$ cat config.mk
export PLATFORM = sky130hd
export DESIGN_NAME = hashed_reservoir_sampler_core_flat
export DESIGN_NICKNAME = d
export VERILOG_FILES = /design/src/design/hrs_pkg.sv /design/src/design/hrs_stream_if.sv /design/src/design/hrs_ram.sv /design/src/design/hrs_div.sv /design/src/design/hashed_reservoir_sampler_core.sv /design/src/flat_wrapper.sv
export SDC_FILE = /design/constraint.sdc
export NUM_CORES = 2
export LEC_CHECK = 0
export BUFFER_PORTS_ARGS = -buffer_cell sky130_fd_sc_hd__buf_2
export CAP_MARGIN = 20
export CORE_MARGIN = 5
export CORE_UTILIZATION = 45
export CTS_CLUSTER_DIAMETER = 80
export DETAILED_ROUTE_END_ITERATION = 10
export GPL_TIMING_DRIVEN = 0
export SLEW_MARGIN = 20
export SYNTH_ARGS = -nofsm -noshare
export SYNTH_HDL_FRONTEND = slang
export SYNTH_HIERARCHICAL = 1
export SYNTH_SLANG_ARGS = --single-unit
$ cat constraint.sdc
create_clock -name clk_i -period 6.3 [get_ports clk_i]
set_input_delay 1.89 -clock clk_i [delete_from_list [all_inputs] [get_ports clk_i]]
set_output_delay 1.89 -clock clk_i [all_outputs]
set_load 0.02 [all_outputs]
$ cat src/design/hrs_pkg.sv
`timescale 1ns / 1ps
// ----------------------------------------------------------------------------
// hrs_pkg
// types, constants and the hash step shared by the reservoir sampler files
// ----------------------------------------------------------------------------
package hrs_pkg;

  localparam int unsigned MAX_ENTRIES_DEF = 256;
  localparam int unsigned TAG_BITS_DEF    = 16;

  // fixed field widths
  localparam int unsigned CHAR_W  = 8;
  localparam int unsigned TAG_W   = 16;
  localparam int unsigned SLOT_W  = 8;
  localparam int unsigned SEEN_W  = 32;
  localparam int unsigned CAP_W   = 9;
  localparam int unsigned HASH_W  = 64;
  localparam int unsigned CFG_W   = 64;
  localparam int unsigned CFG_IDX_W = 1;

  localparam logic [HASH_W-1:0] BASIS_RESET = 64'd1469598103934665603;

  // configuration register indexes
  localparam logic [CFG_IDX_W-1:0] REG_CAPACITY   = 1'b0;
  localparam logic [CFG_IDX_W-1:0] REG_HASH_BASIS = 1'b1;

  // input op codes
  localparam logic OP_BYTE = 1'b0;
  localparam logic OP_READ = 1'b1;

  // result kinds
  localparam logic KIND_CAND = 1'b0;
  localparam logic KIND_READ = 1'b1;

  // one fnv-1a step: xor byte, multiply by 2^40 + 0x1b3 modulo 2^64
  function automatic logic [HASH_W-1:0] fnv_step(input logic [HASH_W-1:0] acc,
                                                 input logic [CHAR_W-1:0] ch);
    logic [HASH_W-1:0] x;
    x = acc ^ {{(HASH_W-CHAR_W){1'b0}}, ch};
    return (x << 40) + (x << 8) + (x << 7) + (x << 5) + (x << 4) + (x << 1) + x;
  endfunction

endpackage

$ cat src/design/hrs_stream_if.sv
`timescale 1ns / 1ps
// ----------------------------------------------------------------------------
// hrs_in_if / hrs_out_if
// valid/ready channels for input items and result items
// ----------------------------------------------------------------------------
interface hrs_in_if;
  import hrs_pkg::*;

  logic              valid;
  logic              ready;
  logic              op;
  logic [CHAR_W-1:0] id_char;
  logic              id_last;
  logic [TAG_W-1:0]  row_tag;
  logic [SLOT_W-1:0] read_slot;

  modport source (output valid, op, id_char, id_last, row_tag, read_slot, input ready);
  modport sink   (input valid, op, id_char, id_last, row_tag, read_slot, output ready);
endinterface

interface hrs_out_if;
  import hrs_pkg::*;

  logic              valid;
  logic              ready;
  logic              kind;
  logic              stored;
  logic [SLOT_W-1:0] slot_index;
  logic [TAG_W-1:0]  slot_tag;
  logic [SEEN_W-1:0] seen_total;
  logic [CAP_W-1:0]  fill_count;

  modport source (output valid, kind, stored, slot_index, slot_tag, seen_total, fill_count,
                  input ready);
  modport sink   (input valid, kind, stored, slot_index, slot_tag, seen_total, fill_count,
                  output ready);
endinterface

$ cat src/design/hrs_ram.sv
`timescale 1ns / 1ps
// ----------------------------------------------------------------------------
// hrs_ram
// generic single write, single read ram with registered read data
// ----------------------------------------------------------------------------
module hrs_ram #(
  parameter int unsigned WIDTH = 16,
  parameter int unsigned DEPTH = 256,
  parameter int unsigned AW    = (DEPTH > 1) ? $clog2(DEPTH) : 1
) (
  input  logic             clk_i,
  input  logic             we_i,
  input  logic [AW-1:0]    waddr_i,
  input  logic [WIDTH-1:0] wdata_i,
  input  logic             re_i,
  input  logic [AW-1:0]    raddr_i,
  output logic [WIDTH-1:0] rdata_o
);

  logic [WIDTH-1:0] mem [DEPTH];
  logic [WIDTH-1:0] rdata_q;

  always_ff @(posedge clk_i) begin
    if (we_i) begin
      mem[waddr_i] <= wdata_i;
    end
    if (re_i) begin
      rdata_q <= mem[raddr_i];
    end
  end

  assign rdata_o = rdata_q;

endmodule

$ cat src/design/hrs_div.sv
`timescale 1ns / 1ps
// ----------------------------------------------------------------------------
// hrs_div
// bit-serial restoring remainder of a 64-bit hash by the 32-bit seen count
// ----------------------------------------------------------------------------
module hrs_div (
  input  logic                          clk_i,
  input  logic                          rst_ni,
  input  logic                          start_i,
  input  logic [hrs_pkg::HASH_W-1:0]    dividend_i,
  input  logic [hrs_pkg::SEEN_W-1:0]    divisor_i,
  output logic                          done_o,
  output logic [hrs_pkg::SEEN_W-1:0]    rem_o
);
  import hrs_pkg::*;

  localparam int unsigned CNT_W = $clog2(HASH_W);

  logic              busy_q;
  logic              done_q;
  logic [CNT_W-1:0]  cnt_q;
  logic [HASH_W-1:0] dvd_q;
  logic [SEEN_W-1:0] div_q;
  logic [SEEN_W-1:0] rem_q;
  logic [SEEN_W:0]   trial;
  logic [SEEN_W:0]   diff;
  logic [SEEN_W-1:0] rem_d;

  // one quotient bit per cycle
  always_comb begin
    trial = {rem_q, dvd_q[HASH_W-1]};
    diff  = trial - {1'b0, div_q};
    rem_d = (trial >= {1'b0, div_q}) ? diff[SEEN_W-1:0] : trial[SEEN_W-1:0];
  end

  always_ff @(posedge clk_i or negedge rst_ni) begin
    if (!rst_ni) begin
      busy_q <= 1'b0;
      done_q <= 1'b0;
      cnt_q  <= '0;
    end else begin
      done_q <= 1'b0;
      if (start_i) begin
        busy_q <= 1'b1;
        cnt_q  <= CNT_W'(HASH_W - 1);
      end else if (busy_q) begin
        cnt_q <= cnt_q - 1'b1;
        if (cnt_q == '0) begin
          busy_q <= 1'b0;
          done_q <= 1'b1;
        end
      end
    end
  end

  always_ff @(posedge clk_i) begin
    if (start_i) begin
      dvd_q <= dividend_i;
      div_q <= divisor_i;
      rem_q <= '0;
    end else if (busy_q) begin
      dvd_q <= dvd_q << 1;
      rem_q <= rem_d;
    end
  end

  assign done_o = done_q;
  assign rem_o  = rem_q;

  a_rem_below_div: assert property (@(posedge clk_i) disable iff (!rst_ni)
    done_q |-> (rem_q < div_q))
    else $error("remainder not below divisor");

  a_start_busy: assert property (@(posedge clk_i) disable iff (!rst_ni)
    start_i |=> (busy_q && !done_q))
    else $error("divider did not start");

endmodule

$ cat src/design/hashed_reservoir_sampler_core.sv
`timescale 1ns / 1ps
// ----------------------------------------------------------------------------
// hashed_reservoir_sampler_core
// deterministic reservoir sampler keyed by a 64-bit fnv-1a identifier hash
// ----------------------------------------------------------------------------
//  channel   dir  handshake          payload
//  in_i      in   valid/ready        op, id_char, id_last, row_tag, read_slot
//  out_o     out  valid/ready        kind, stored, slot_index, slot_tag,
//                                    seen_total, fill_count
//  cfg       in   cfg_we_i           cfg_idx_i, cfg_wdata_i (write only)
//
//  an identifier byte that is not the last is folded into the accumulator at
//  the accepting edge, and the block stays ready for the next byte
//  a last byte passes the decide and output states while appending or with
//  capacity zero; once the store is full, hash mod seen runs between them in
//  the bit-serial remainder unit, one bit per cycle over 64 bits
//  a read goes straight to the output state, which takes the tag from the
//  registered read of the tag ram
//  ready is low while an item is at work and while its result waits for the
//  output register; a stalled output holds the block in the output state
//  reset clears counters, state, capacity and output valid; the tag ram needs
//  no clear, as no tag at or past the fill count is passed on from a read
// ----------------------------------------------------------------------------
module hashed_reservoir_sampler_core #(
  parameter int unsigned MAX_ENTRIES = hrs_pkg::MAX_ENTRIES_DEF,
  parameter int unsigned TAG_BITS    = hrs_pkg::TAG_BITS_DEF
) (
  input  logic                            clk_i,
  input  logic                            rst_ni,
  hrs_in_if.sink                          in_i,
  hrs_out_if.source                       out_o,
  input  logic                            cfg_we_i,
  input  logic [hrs_pkg::CFG_IDX_W-1:0]   cfg_idx_i,
  input  logic [hrs_pkg::CFG_W-1:0]       cfg_wdata_i
);
  import hrs_pkg::*;

  localparam int unsigned AW = (MAX_ENTRIES > 1) ? $clog2(MAX_ENTRIES) : 1;
  // stored tag width: the tag field never carries more than TAG_W bits
  localparam int unsigned TW = (TAG_BITS < TAG_W) ? TAG_BITS : TAG_W;

  typedef enum logic [1:0] {
    ST_IDLE,
    ST_DECIDE,
    ST_DIV,
    ST_OUT
  } state_e;

  state_e            state_q;

  // configuration
  logic [CAP_W-1:0]  cap_q;
  logic [HASH_W-1:0] basis_q;

  // sampler state
  logic [HASH_W-1:0] acc_q;
  logic [SEEN_W-1:0] seen_q;
  logic [CAP_W-1:0]  filled_q;

  // item at work
  logic [HASH_W-1:0] hash_q;
  logic [TW-1:0]     tag_q;
  logic              res_kind_q;
  logic              res_stored_q;
  logic [SLOT_W-1:0] res_slot_q;
  logic [TAG_W-1:0]  res_tag_q;

  // output register
  logic              out_valid_q;
  logic              out_kind_q;
  logic              out_stored_q;
  logic [SLOT_W-1:0] out_slot_q;
  logic [TAG_W-1:0]  out_tag_q;
  logic [SEEN_W-1:0] out_seen_q;
  logic [CAP_W-1:0]  out_fill_q;

  logic              in_fire;
  logic              out_load;
  logic [HASH_W-1:0] hash_d;
  logic [CAP_W-1:0]  eff_cap;
  logic              rd_ok;

  // tag ram ports
  logic              ram_we;
  logic [AW-1:0]     ram_waddr;
  logic              ram_re;
  logic [TW-1:0]     ram_rdata;

  // remainder unit
  logic              div_start;
  logic              div_done;
  logic [SEEN_W-1:0] div_rem;
  logic              div_keep;

  assign in_fire  = in_i.valid && in_i.ready;
  assign in_i.ready = (state_q == ST_IDLE);
  assign out_load = (state_q == ST_OUT) && (!out_valid_q || out_o.ready);
  assign hash_d   = fnv_step(acc_q, in_i.id_char);

  // capacity above the store depth acts as the store depth
  assign eff_cap = (32'(cap_q) > 32'(MAX_ENTRIES)) ? CAP_W'(MAX_ENTRIES) : cap_q;

  // read hits only filled slots inside the store
  assign rd_ok = ({1'b0, in_i.read_slot} < filled_q) &&
                 (32'(in_i.read_slot) < 32'(MAX_ENTRIES));

  assign div_keep  = (div_rem < 32'(eff_cap));
  assign div_start = (state_q == ST_DECIDE) && (eff_cap != '0) && (filled_q >= eff_cap);

  // write on append, or on replacement once the remainder lands inside capacity
  always_comb begin
    ram_we    = 1'b0;
    ram_waddr = AW'(filled_q);
    if ((state_q == ST_DECIDE) && (eff_cap != '0) && (filled_q < eff_cap)) begin
      ram_we = 1'b1;
    end else if ((state_q == ST_DIV) && div_done && div_keep) begin
      ram_we    = 1'b1;
      ram_waddr = AW'(div_rem);
    end
  end

  assign ram_re = in_fire && (in_i.op == OP_READ);

  hrs_ram #(
    .WIDTH (TW),
    .DEPTH (MAX_ENTRIES),
    .AW    (AW)
  ) u_tag_ram (
    .clk_i   (clk_i),
    .we_i    (ram_we),
    .waddr_i (ram_waddr),
    .wdata_i (tag_q),
    .re_i    (ram_re),
    .raddr_i (AW'(in_i.read_slot)),
    .rdata_o (ram_rdata)
  );

  hrs_div u_div (
    .clk_i      (clk_i),
    .rst_ni     (rst_ni),
    .start_i    (div_start),
    .dividend_i (hash_q),
    .divisor_i  (seen_q),
    .done_o     (div_done),
    .rem_o      (div_rem)
  );

  // sequencer, configuration and counters
  always_ff @(posedge clk_i or negedge rst_ni) begin
    if (!rst_ni) begin
      state_q     <= ST_IDLE;
      cap_q       <= '0;
      basis_q     <= BASIS_RESET;
      acc_q       <= BASIS_RESET;
      seen_q      <= '0;
      filled_q    <= '0;
      out_valid_q <= 1'b0;
    end else begin
      if (out_load) begin
        out_valid_q <= 1'b1;
      end else if (out_o.ready) begin
        out_valid_q <= 1'b0;
      end

      unique case (state_q)
        ST_IDLE: begin
          if (in_fire) begin
            if (in_i.op == OP_READ) begin
              state_q <= ST_OUT;
            end else if (in_i.id_last) begin
              acc_q   <= basis_q;
              if (seen_q != '1) begin
                seen_q <= seen_q + 1'b1;
              end
              state_q <= ST_DECIDE;
            end else begin
              acc_q <= hash_d;
            end
          end
        end
        ST_DECIDE: begin
          if (eff_cap == '0) begin
            state_q <= ST_OUT;
          end else if (filled_q < eff_cap) begin
            filled_q <= filled_q + 1'b1;
            state_q  <= ST_OUT;
          end else begin
            state_q <= ST_DIV;
          end
        end
        ST_DIV: begin
          if (div_done) begin
            state_q <= ST_OUT;
          end
        end
        ST_OUT: begin
          if (out_load) begin
            state_q <= ST_IDLE;
          end
        end
        default: state_q <= ST_IDLE;
      endcase

      // a basis write restarts the hash of a partial identifier
      if (cfg_we_i) begin
        unique case (cfg_idx_i)
          REG_CAPACITY:   cap_q <= cfg_wdata_i[CAP_W-1:0];
          REG_HASH_BASIS: begin
            basis_q <= cfg_wdata_i;
            acc_q   <= cfg_wdata_i;
          end
          default: ;
        endcase
      end
    end
  end

  // payload of the item at work and of the output register
  always_ff @(posedge clk_i) begin
    if (in_fire) begin
      hash_q     <= hash_d;
      tag_q      <= in_i.row_tag[TW-1:0];
      res_kind_q <= in_i.op;
      res_slot_q <= in_i.read_slot;
      res_stored_q <= (in_i.op == OP_READ) ? rd_ok : 1'b0;
      res_tag_q  <= '0;
    end else if ((state_q == ST_DECIDE) && (eff_cap != '0) && (filled_q < eff_cap)) begin
      res_stored_q <= 1'b1;
      res_slot_q   <= SLOT_W'(filled_q);
      res_tag_q    <= TAG_W'(tag_q);
    end else if (state_q == ST_DECIDE) begin
      res_slot_q <= '0;
    end else if ((state_q == ST_DIV) && div_done && div_keep) begin
      res_stored_q <= 1'b1;
      res_slot_q   <= SLOT_W'(div_rem);
      res_tag_q    <= TAG_W'(tag_q);
    end

    if (out_load) begin
      out_kind_q   <= res_kind_q;
      out_stored_q <= res_stored_q;
      out_slot_q   <= res_slot_q;
      out_seen_q   <= seen_q;
      out_fill_q   <= filled_q;
      if (res_kind_q == KIND_READ) begin
        out_tag_q <= res_stored_q ? TAG_W'(ram_rdata) : '0;
      end else begin
        out_tag_q <= res_tag_q;
      end
    end
  end

  assign out_o.valid      = out_valid_q;
  assign out_o.kind       = out_kind_q;
  assign out_o.stored     = out_stored_q;
  assign out_o.slot_index = out_slot_q;
  assign out_o.slot_tag   = out_tag_q;
  assign out_o.seen_total = out_seen_q;
  assign out_o.fill_count = out_fill_q;

  a_fill_in_store: assert property (@(posedge clk_i) disable iff (!rst_ni)
    32'(filled_q) <= 32'(MAX_ENTRIES))
    else $error("fill count beyond store depth");

  a_seen_monotonic: assert property (@(posedge clk_i) disable iff (!rst_ni)
    seen_q >= $past(seen_q))
    else $error("seen count went backwards");

  a_write_when_busy: assert property (@(posedge clk_i) disable iff (!rst_ni)
    ram_we |-> ((state_q == ST_DECIDE) || (state_q == ST_DIV)))
    else $error("tag write outside decision states");

  a_div_only_full: assert property (@(posedge clk_i) disable iff (!rst_ni)
    div_start |-> (filled_q >= eff_cap) && (eff_cap != '0))
    else $error("remainder started while store not full");

endmodule

$ cat src/flat_wrapper.sv
// flat-port wrapper written by rule: the top's interface ports become plain ports
module hashed_reservoir_sampler_core_flat import hrs_pkg::*;
#(
  parameter int unsigned MAX_ENTRIES = hrs_pkg::MAX_ENTRIES_DEF,
  parameter int unsigned TAG_BITS    = hrs_pkg::TAG_BITS_DEF
)
  (clk_i, rst_ni, cfg_we_i, cfg_idx_i, cfg_wdata_i, in_i_valid, in_i_op, in_i_id_char, in_i_id_last, in_i_row_tag, in_i_read_slot, in_i_ready, out_o_valid, out_o_kind, out_o_stored, out_o_slot_index, out_o_slot_tag, out_o_seen_total, out_o_fill_count, out_o_ready);
  hrs_in_if in_i_i ();
  hrs_out_if out_o_i ();
  input  logic clk_i;
  input  logic rst_ni;
  input  logic cfg_we_i;
  input  logic [hrs_pkg::CFG_IDX_W-1:0] cfg_idx_i;
  input  logic [hrs_pkg::CFG_W-1:0] cfg_wdata_i;
  input wire logic [$bits(in_i_i.valid)-1:0] in_i_valid;
  input wire logic [$bits(in_i_i.op)-1:0] in_i_op;
  input wire logic [$bits(in_i_i.id_char)-1:0] in_i_id_char;
  input wire logic [$bits(in_i_i.id_last)-1:0] in_i_id_last;
  input wire logic [$bits(in_i_i.row_tag)-1:0] in_i_row_tag;
  input wire logic [$bits(in_i_i.read_slot)-1:0] in_i_read_slot;
  output wire logic [$bits(in_i_i.ready)-1:0] in_i_ready;
  output wire logic [$bits(out_o_i.valid)-1:0] out_o_valid;
  output wire logic [$bits(out_o_i.kind)-1:0] out_o_kind;
  output wire logic [$bits(out_o_i.stored)-1:0] out_o_stored;
  output wire logic [$bits(out_o_i.slot_index)-1:0] out_o_slot_index;
  output wire logic [$bits(out_o_i.slot_tag)-1:0] out_o_slot_tag;
  output wire logic [$bits(out_o_i.seen_total)-1:0] out_o_seen_total;
  output wire logic [$bits(out_o_i.fill_count)-1:0] out_o_fill_count;
  input wire logic [$bits(out_o_i.ready)-1:0] out_o_ready;
  assign in_i_i.valid = in_i_valid;
  assign in_i_i.op = in_i_op;
  assign in_i_i.id_char = in_i_id_char;
  assign in_i_i.id_last = in_i_id_last;
  assign in_i_i.row_tag = in_i_row_tag;
  assign in_i_i.read_slot = in_i_read_slot;
  assign in_i_ready = in_i_i.ready;
  assign out_o_valid = out_o_i.valid;
  assign out_o_kind = out_o_i.kind;
  assign out_o_stored = out_o_i.stored;
  assign out_o_slot_index = out_o_i.slot_index;
  assign out_o_slot_tag = out_o_i.slot_tag;
  assign out_o_seen_total = out_o_i.seen_total;
  assign out_o_fill_count = out_o_i.fill_count;
  assign out_o_i.ready = out_o_ready;
  hashed_reservoir_sampler_core #(.MAX_ENTRIES(MAX_ENTRIES), .TAG_BITS(TAG_BITS)) u_core (.clk_i(clk_i), .rst_ni(rst_ni), .in_i(in_i_i), .out_o(out_o_i), .cfg_we_i(cfg_we_i), .cfg_idx_i(cfg_idx_i), .cfg_wdata_i(cfg_wdata_i));
endmodule
**Word-level counts from Yosys, hierarchy flattened**

Memory sizes are Yosys's and may differ from the RTL's. A register that Yosys moved wholly into a read port is not among the register bits.
Index checks and enable logic that the tools add are counted.

- Logic and storage cells: 130
- Memories kept: 1
- Memory bits (writable): 4,096
- Register bits: 490

Memories:

| name | depth | bits a word | read ports | clocked after memory_dff | write ports | RTL line | RTL |
|---|---|---|---|---|---|---|---|
| u_core.u_tag_ram.mem | 256 | 16 | 1 | 1 | 1 | hrs_ram.sv:20 | `logic [WIDTH-1:0] mem [DEPTH];` |

- $add $sub $neg: 10
- Equality and inequality tests: 10
- Order comparisons: 6
- Reduce and logical (&&, ||, !) cells: 26
- Mux-type cells: 48
- Bitwise logic cells: 4

Operators with widths:

| cell | count |
|---|---|
| $mux W64 | 8 |
| $add A64 B64 Y64 | 6 |
| $mux W16 | 5 |
| $xor A64 B8 Y64 | 1 |
| $mux W8 | 6 |
| $ge A33 B32 Y1 | 1 |
| $add A32 B1 Y32 const B | 1 |
| $lt A32 B9 Y1 | 1 |
| $mux W32 | 1 |
| $ne A32 B32 Y1 const B | 1 |
| $sub A32 B32 Y32 | 1 |
| $mux W1 | 18 |
| $mux W2 | 6 |
| $mux W6 | 2 |
| $add A9 B1 Y9 const B | 1 |
| $ge A9 B9 Y1 | 1 |
| $gt A9 B9 Y1 const B | 1 |
| $logic_not A9 Y1 | 1 |
| $lt A8 B9 Y1 | 1 |
| $lt A9 B9 Y1 | 1 |
| $mux W9 | 1 |
| $reduce_bool A9 Y1 | 1 |
| $logic_and A1 B1 Y1 | 8 |
| $pmux W2 S4 | 1 |
| 19 further kinds | 29 |

**Longest topological paths before layout**

- Word-level depth: 13
- Gate-level depth with buffers: 23

**By module**

Netlist, hierarchy kept.

By module, submodules not included:

| module | times used | area an instance (um^2) | cells an instance |
|---|---|---|---|
| hrs_ram | 1 | 158,874.9 | 7,360 |
| hashed_reservoir_sampler_core | 1 | 25,102.8 | 2,441 |
| hrs_div | 1 | 7,179.4 | 631 |

**Least setup slack after synthesis**

OpenSTA, ideal clock, no wires.

- Path kind: input port to flip-flop
- From: input in_i_id_char[1]
- To: register u_core.acc_q[55]
- Stages on the path: 22
- Slack: -839 ps
- Data arrival time: 7,012 ps
- Required time: 6,174 ps
- Library setup time: 126 ps
- Cells stage by stage: xnor2_1 xnor2_1 ha_1 inv_1 fa_1 inv_1 ha_1 ha_1 ha_1 inv_1 fa_1 and2b_1 o2111ai_1 a2111oi_4 nor2_4 o21ai_2 a211oi_2 o41ai_2 a41o_2 a21oi_2 xnor2_2 a221o_1

- Cells in the longest elaborated chain, start to end: 13

Ends and longest elaborated chain:

| what | RTL line | RTL |
|---|---|---|
| start: declaration | flat_wrapper.sv:17 | `input wire logic [$bits(in_i_i.id_char)-1:0] in_i_id_char;` |
| $xor A64 B8 Y64 (*) | hrs_pkg.sv:39 | `x = acc ^ {{(HASH_W-CHAR_W){1'b0}}, ch};` |
| $add A64 B64 Y64 (5 in a row) | hrs_pkg.sv:40 | `return (x << 40) + (x << 8) + (x << 7) + (x << 5) + (x << 4) + (x << 1) + x;` |
| $add A64 B64 Y64 (*) | hrs_pkg.sv:40 |  |
| via u_core.hash_d[55] | hashed_reservoir_sampler_core.sv:79 | `logic [HASH_W-1:0] hash_d;` |
| $mux W64 (*) | hashed_reservoir_sampler_core.sv:170 | `end else if (in_i.id_last) begin` |
| $mux W64 (*) | hashed_reservoir_sampler_core.sv:168 | `if (in_i.op == OP_READ) begin` |
| $mux W64 (*) | hashed_reservoir_sampler_core.sv:167 | `if (in_fire) begin` |
| $mux W64 (*) | hashed_reservoir_sampler_core.sv:165 | `unique case (state_q)` |
| $mux W64 | hashed_reservoir_sampler_core.sv:206 | `unique case (cfg_idx_i)` |
| $mux W64 (*) | hashed_reservoir_sampler_core.sv:205 | `if (cfg_we_i) begin` |
| end signal: assignment | hashed_reservoir_sampler_core.sv:171 | `acc_q <= basis_q;` |
| end signal: assignment | hashed_reservoir_sampler_core.sv:177 | `acc_q <= hash_d;` |
| end signal: assignment | hashed_reservoir_sampler_core.sv:210 | `acc_q <= cfg_wdata_i;` |
| end: declaration | hashed_reservoir_sampler_core.sv:56 | `logic [HASH_W-1:0] acc_q;` |

Mark *: on every way through the listed nets, which the timed path passes. The rest lies on a longest branch.
A chain may end at the register's enable or synchronous reset.

==> results.py <==
metrics = {
    "run_status": {
        "status": "finished, violations left",
        "failed_checks": "setup timing",
    },
    "sta": {
        "hold_ws_ns": 0.416,
        "clock_skew_ns": 0.0918,
        "period_share_pct": 105,
        "relSlewSlack_pct": 13.1,
        "min_period_ns": 6.58,
        "tightestPinTransition_ns": 1.30,
        "fin_ws_ns": -0.285,
        "slew_violations": 0,
        "finalHoldViolCount": 0,
        "setup_viol": 6,
        "rsz0062_at_grt": "true",
        "clock.fmax_mhz": 152,
    },
    "synthesis": {
        "syn_area_per_cell_um2": 18.3,
        "synth_top_area_share_pct": 68.6,
        "synth.top_cells.by_area": "edfxtp_1 (69%), mux4_2 (9.4%), mux2i_1 (3.2%)",
        "post-synth-top-area-cell": "edfxtp_1",
        "synth_nets": 11000,
        "synth.distinct_cells": 105,
        "synth-seq-cells": 4602,
        "synth_cells": 10400,
        "synth_edf_count": 4365,
        "synthArstFlopShare_pct": 4.11,
        "syn_area_um2": 191000,
        "yosysSeqAreaShare_pct": 71.6,
        "ys_warn_count": 6,
        "synth_top_flop_cell": "edfxtp_1",
    },
    "min_path": {
        "holdCritStartpoint": "u_core/res_slot_q[1]$_DFFE_PP_",
        "hp-class": "flop to flop",
        "whs_endpoint": "u_core/out_o.slot_index[1]$_DFFE_PP_",
        "min_path_cells": 0,
    },
    "grt": {
        "grt_overflow": 0,
        "grt_usage_pct": 27.8,
        "grt_max_degree": 74,
        "grt_pass1_wl_mm": 850,
        "antenna_found_initial": 41,
        "grt_pass1_vias": 107000,
    },
    "floorplan": {
        "die_w_um": 662,
        "fp.coreArea_um2": 423000,
        "rows": 239,
        "pin_count": 173,
        "fp.dieArea_um2": 438000,
        "dieHeight_um": 662,
        "initial_utilization_pct": 45.1,
    },
    "finish": {
        "area_delta_synth_final_pct": 17.6,
        "final_cell_mix": "edfxtp_1 (4365), mux4_2 (797), mux2i_1 (606)",
        "layoutNonFillerInstCount": 17700,
        "nNetsFinal": 12200,
        "drive_above_1_share_pct": 26.1,
        "final_common_cell": "edfxtp_1",
        "multiInputGateArea_um2": 51700,
        "register_area_um2": 137000,
        "fillers": 33200,
    },
    "route": {
        "drt_pass1_iterations": 9,
        "wl_per_cell_um": 35.0,
        "wl_mm": 620,
        "drt_iter0_drc": 15800,
        "wl_met1_mm": 238,
        "wl_met3_mm": 72.8,
        "vias": 110000,
        "drc": 0,
        "routed-wl-met2_mm": 279,
        "routed.top_layer": "met5",
        "final_antenna_net_count": 0,
        "post_drt_via_cell_ratio": 6.19,
    },
    "setup_path": {
        "path_max_fanout": 10,
        "crit_arrival_ns": 7.25,
        "start_kind": "input port",
        "r2r-end": "u_core/u_tag_ram/mem[87][15]$_DFFE_PP_",
        "r2r_start": "u_core/cap_q[8]$_DFFE_PN0P_",
        "crit_type": "input port to flop",
        "rrSetupSlack_ns": 0.01,
        "cp.required_ns": 6.96,
        "critPathCaptureType": "flop",
        "worstRegToRegCells": 20,
    },
    "clock_tree": {
        "clk_pin_slew_ns": 0.06,
        "clk_latency_ns": 1.04,
        "htreeDepth": 5,
        "cts_num_sinks": 4602,
        "cts_root_buf": "clkbuf_16",
        "hold_buffers": 0,
        "cts_tree": "done",
        "clock_path_buffers": 4,
        "numCtsBuffers": 466,
    },
    "place": {
        "port_buffers": 171,
        "gp_congestion": 1.04,
        "dp_cells": 16700,
        "hpwl_mm": 456,
    },
    "run": {
        "drv_cap": 0,
    },
}
[cells by family (layout without fill, tap and decap cells)]
group	Yosys count	in the layout	share of synthesized area, %
compound gates	1344	1344	4.84
xor+xnor	153	153	0.709
fa+ha+maj	420	420	3.71
buf+inv	1017	2608	2.56
flops	4602	4602	71.6
mux	1564	1564	13.5
other cells	0	15	0
simple gates	1332	1332	3.09
[flip-flops by register name, indices dropped and copies added, names as in the netlist, 16 cells and up]
signal / flops
u_core/tag_q: 16
u_core/u_div/rem_o: 32
u_core/u_div/div_q: 32
u_core/u_div/dvd_q: 64
u_core/seen_q: 32
u_core/res_tag_q: 16
u_core/out_o.slot_tag: 16
u_core/acc_q: 64
u_core/hash_q: 64
u_core/basis_q: 64
u_core/u_tag_ram/mem: 4096
u_core/out_o.seen_total: 32
u_core/u_tag_ram/rdata_o: 16
[metrics by stage]
step	utilization, %	setup slack, ns	TNS (ns)	cell area (um^2)
after floorplan	-	-0.460	-2.57	191000
after global placement	47.1	-3.73	-	199000
after detailed placement	49.1	-2.20	-3153.74	208000
after CTS	52.9	-0.176	-9.48	224000
after global routing	53.1	-0.0440	-0.242	225000
final	53.1	-0.285	-0.578	225000
[critical path, cell delays in order]
cell and delay, ns:
buf_2 0.18, buf_4 0.40, buf_2 0.49, buf_2 0.37, buf_2 0.48, buf_2 0.68, mux4_2 0.35, o22ai_1 0.08
nor3_1 0.82, o32ai_2 0.42, nor4_2 0.98
[final cells by class]
type                    count  share of cell area (%)
clock inverters           289                    1.32
clock buffers             567                    5.37
well taps                5663                    3.15
multi-input cells        4813                    23.0
plain buffers             550                    1.48
repair buffers            736                    4.00
flip-flops and latches   4602                    60.9
diodes                     15                  0.0167
inverters                 466                   0.783
[repair_timing]
action                                  4_1_cts  5_1_grt
endpoints found under the setup margin     3944     2531
setup buffers                                61       33
pin swaps                                    33       34
resized for setup                           113       60
[synth_stat cells, types with 176 or more instances]
cell	n
clkbuf_1	305
o221ai_1	253
nor2_1	464
mux4_2	797
fa_1	244
mux2i_1	606
edfxtp_1	4365
nand2_1	424
ha_1	176
inv_1	462
a21oi_1	352
o21ai_0	176
[metal layers]
metal	vias up	track usage, %
met3	1135	7.84
li1	44100	-
met2	6469	42.3
met1	57700	38.2
met4	20	11.2
met5	-	0
[worst max path at each step]
stage          slack (ns)                                 endpoint                        start  cells after the start
5_1_grt             -0.04               u_core/acc_q[55]$_DFF_PN0_              in_i_id_char[5]                     21
2_1_floorplan       -0.46               u_core/acc_q[55]$_DFF_PN0_              in_i_id_char[0]                     23
3_5_place_dp        -2.20               u_core/acc_q[55]$_DFF_PN0_              in_i_id_char[0]                     24
4_1_cts             -0.18               u_core/acc_q[61]$_DFF_PN0_              in_i_id_char[5]                     19
3_3_place_gp        -3.73  u_core/u_tag_ram/mem[235][11]$_DFFE_PP_  u_core/cap_q[8]$_DFFE_PN0P_                     20
6_report            -0.28    u_core/u_tag_ram/rdata_o[4]$_DFFE_PP_            in_i_read_slot[1]                     11
Power is left out: the tool's default activity adds up to more than one toggle a clock period on the data nets, which glitch-free logic cannot reach.
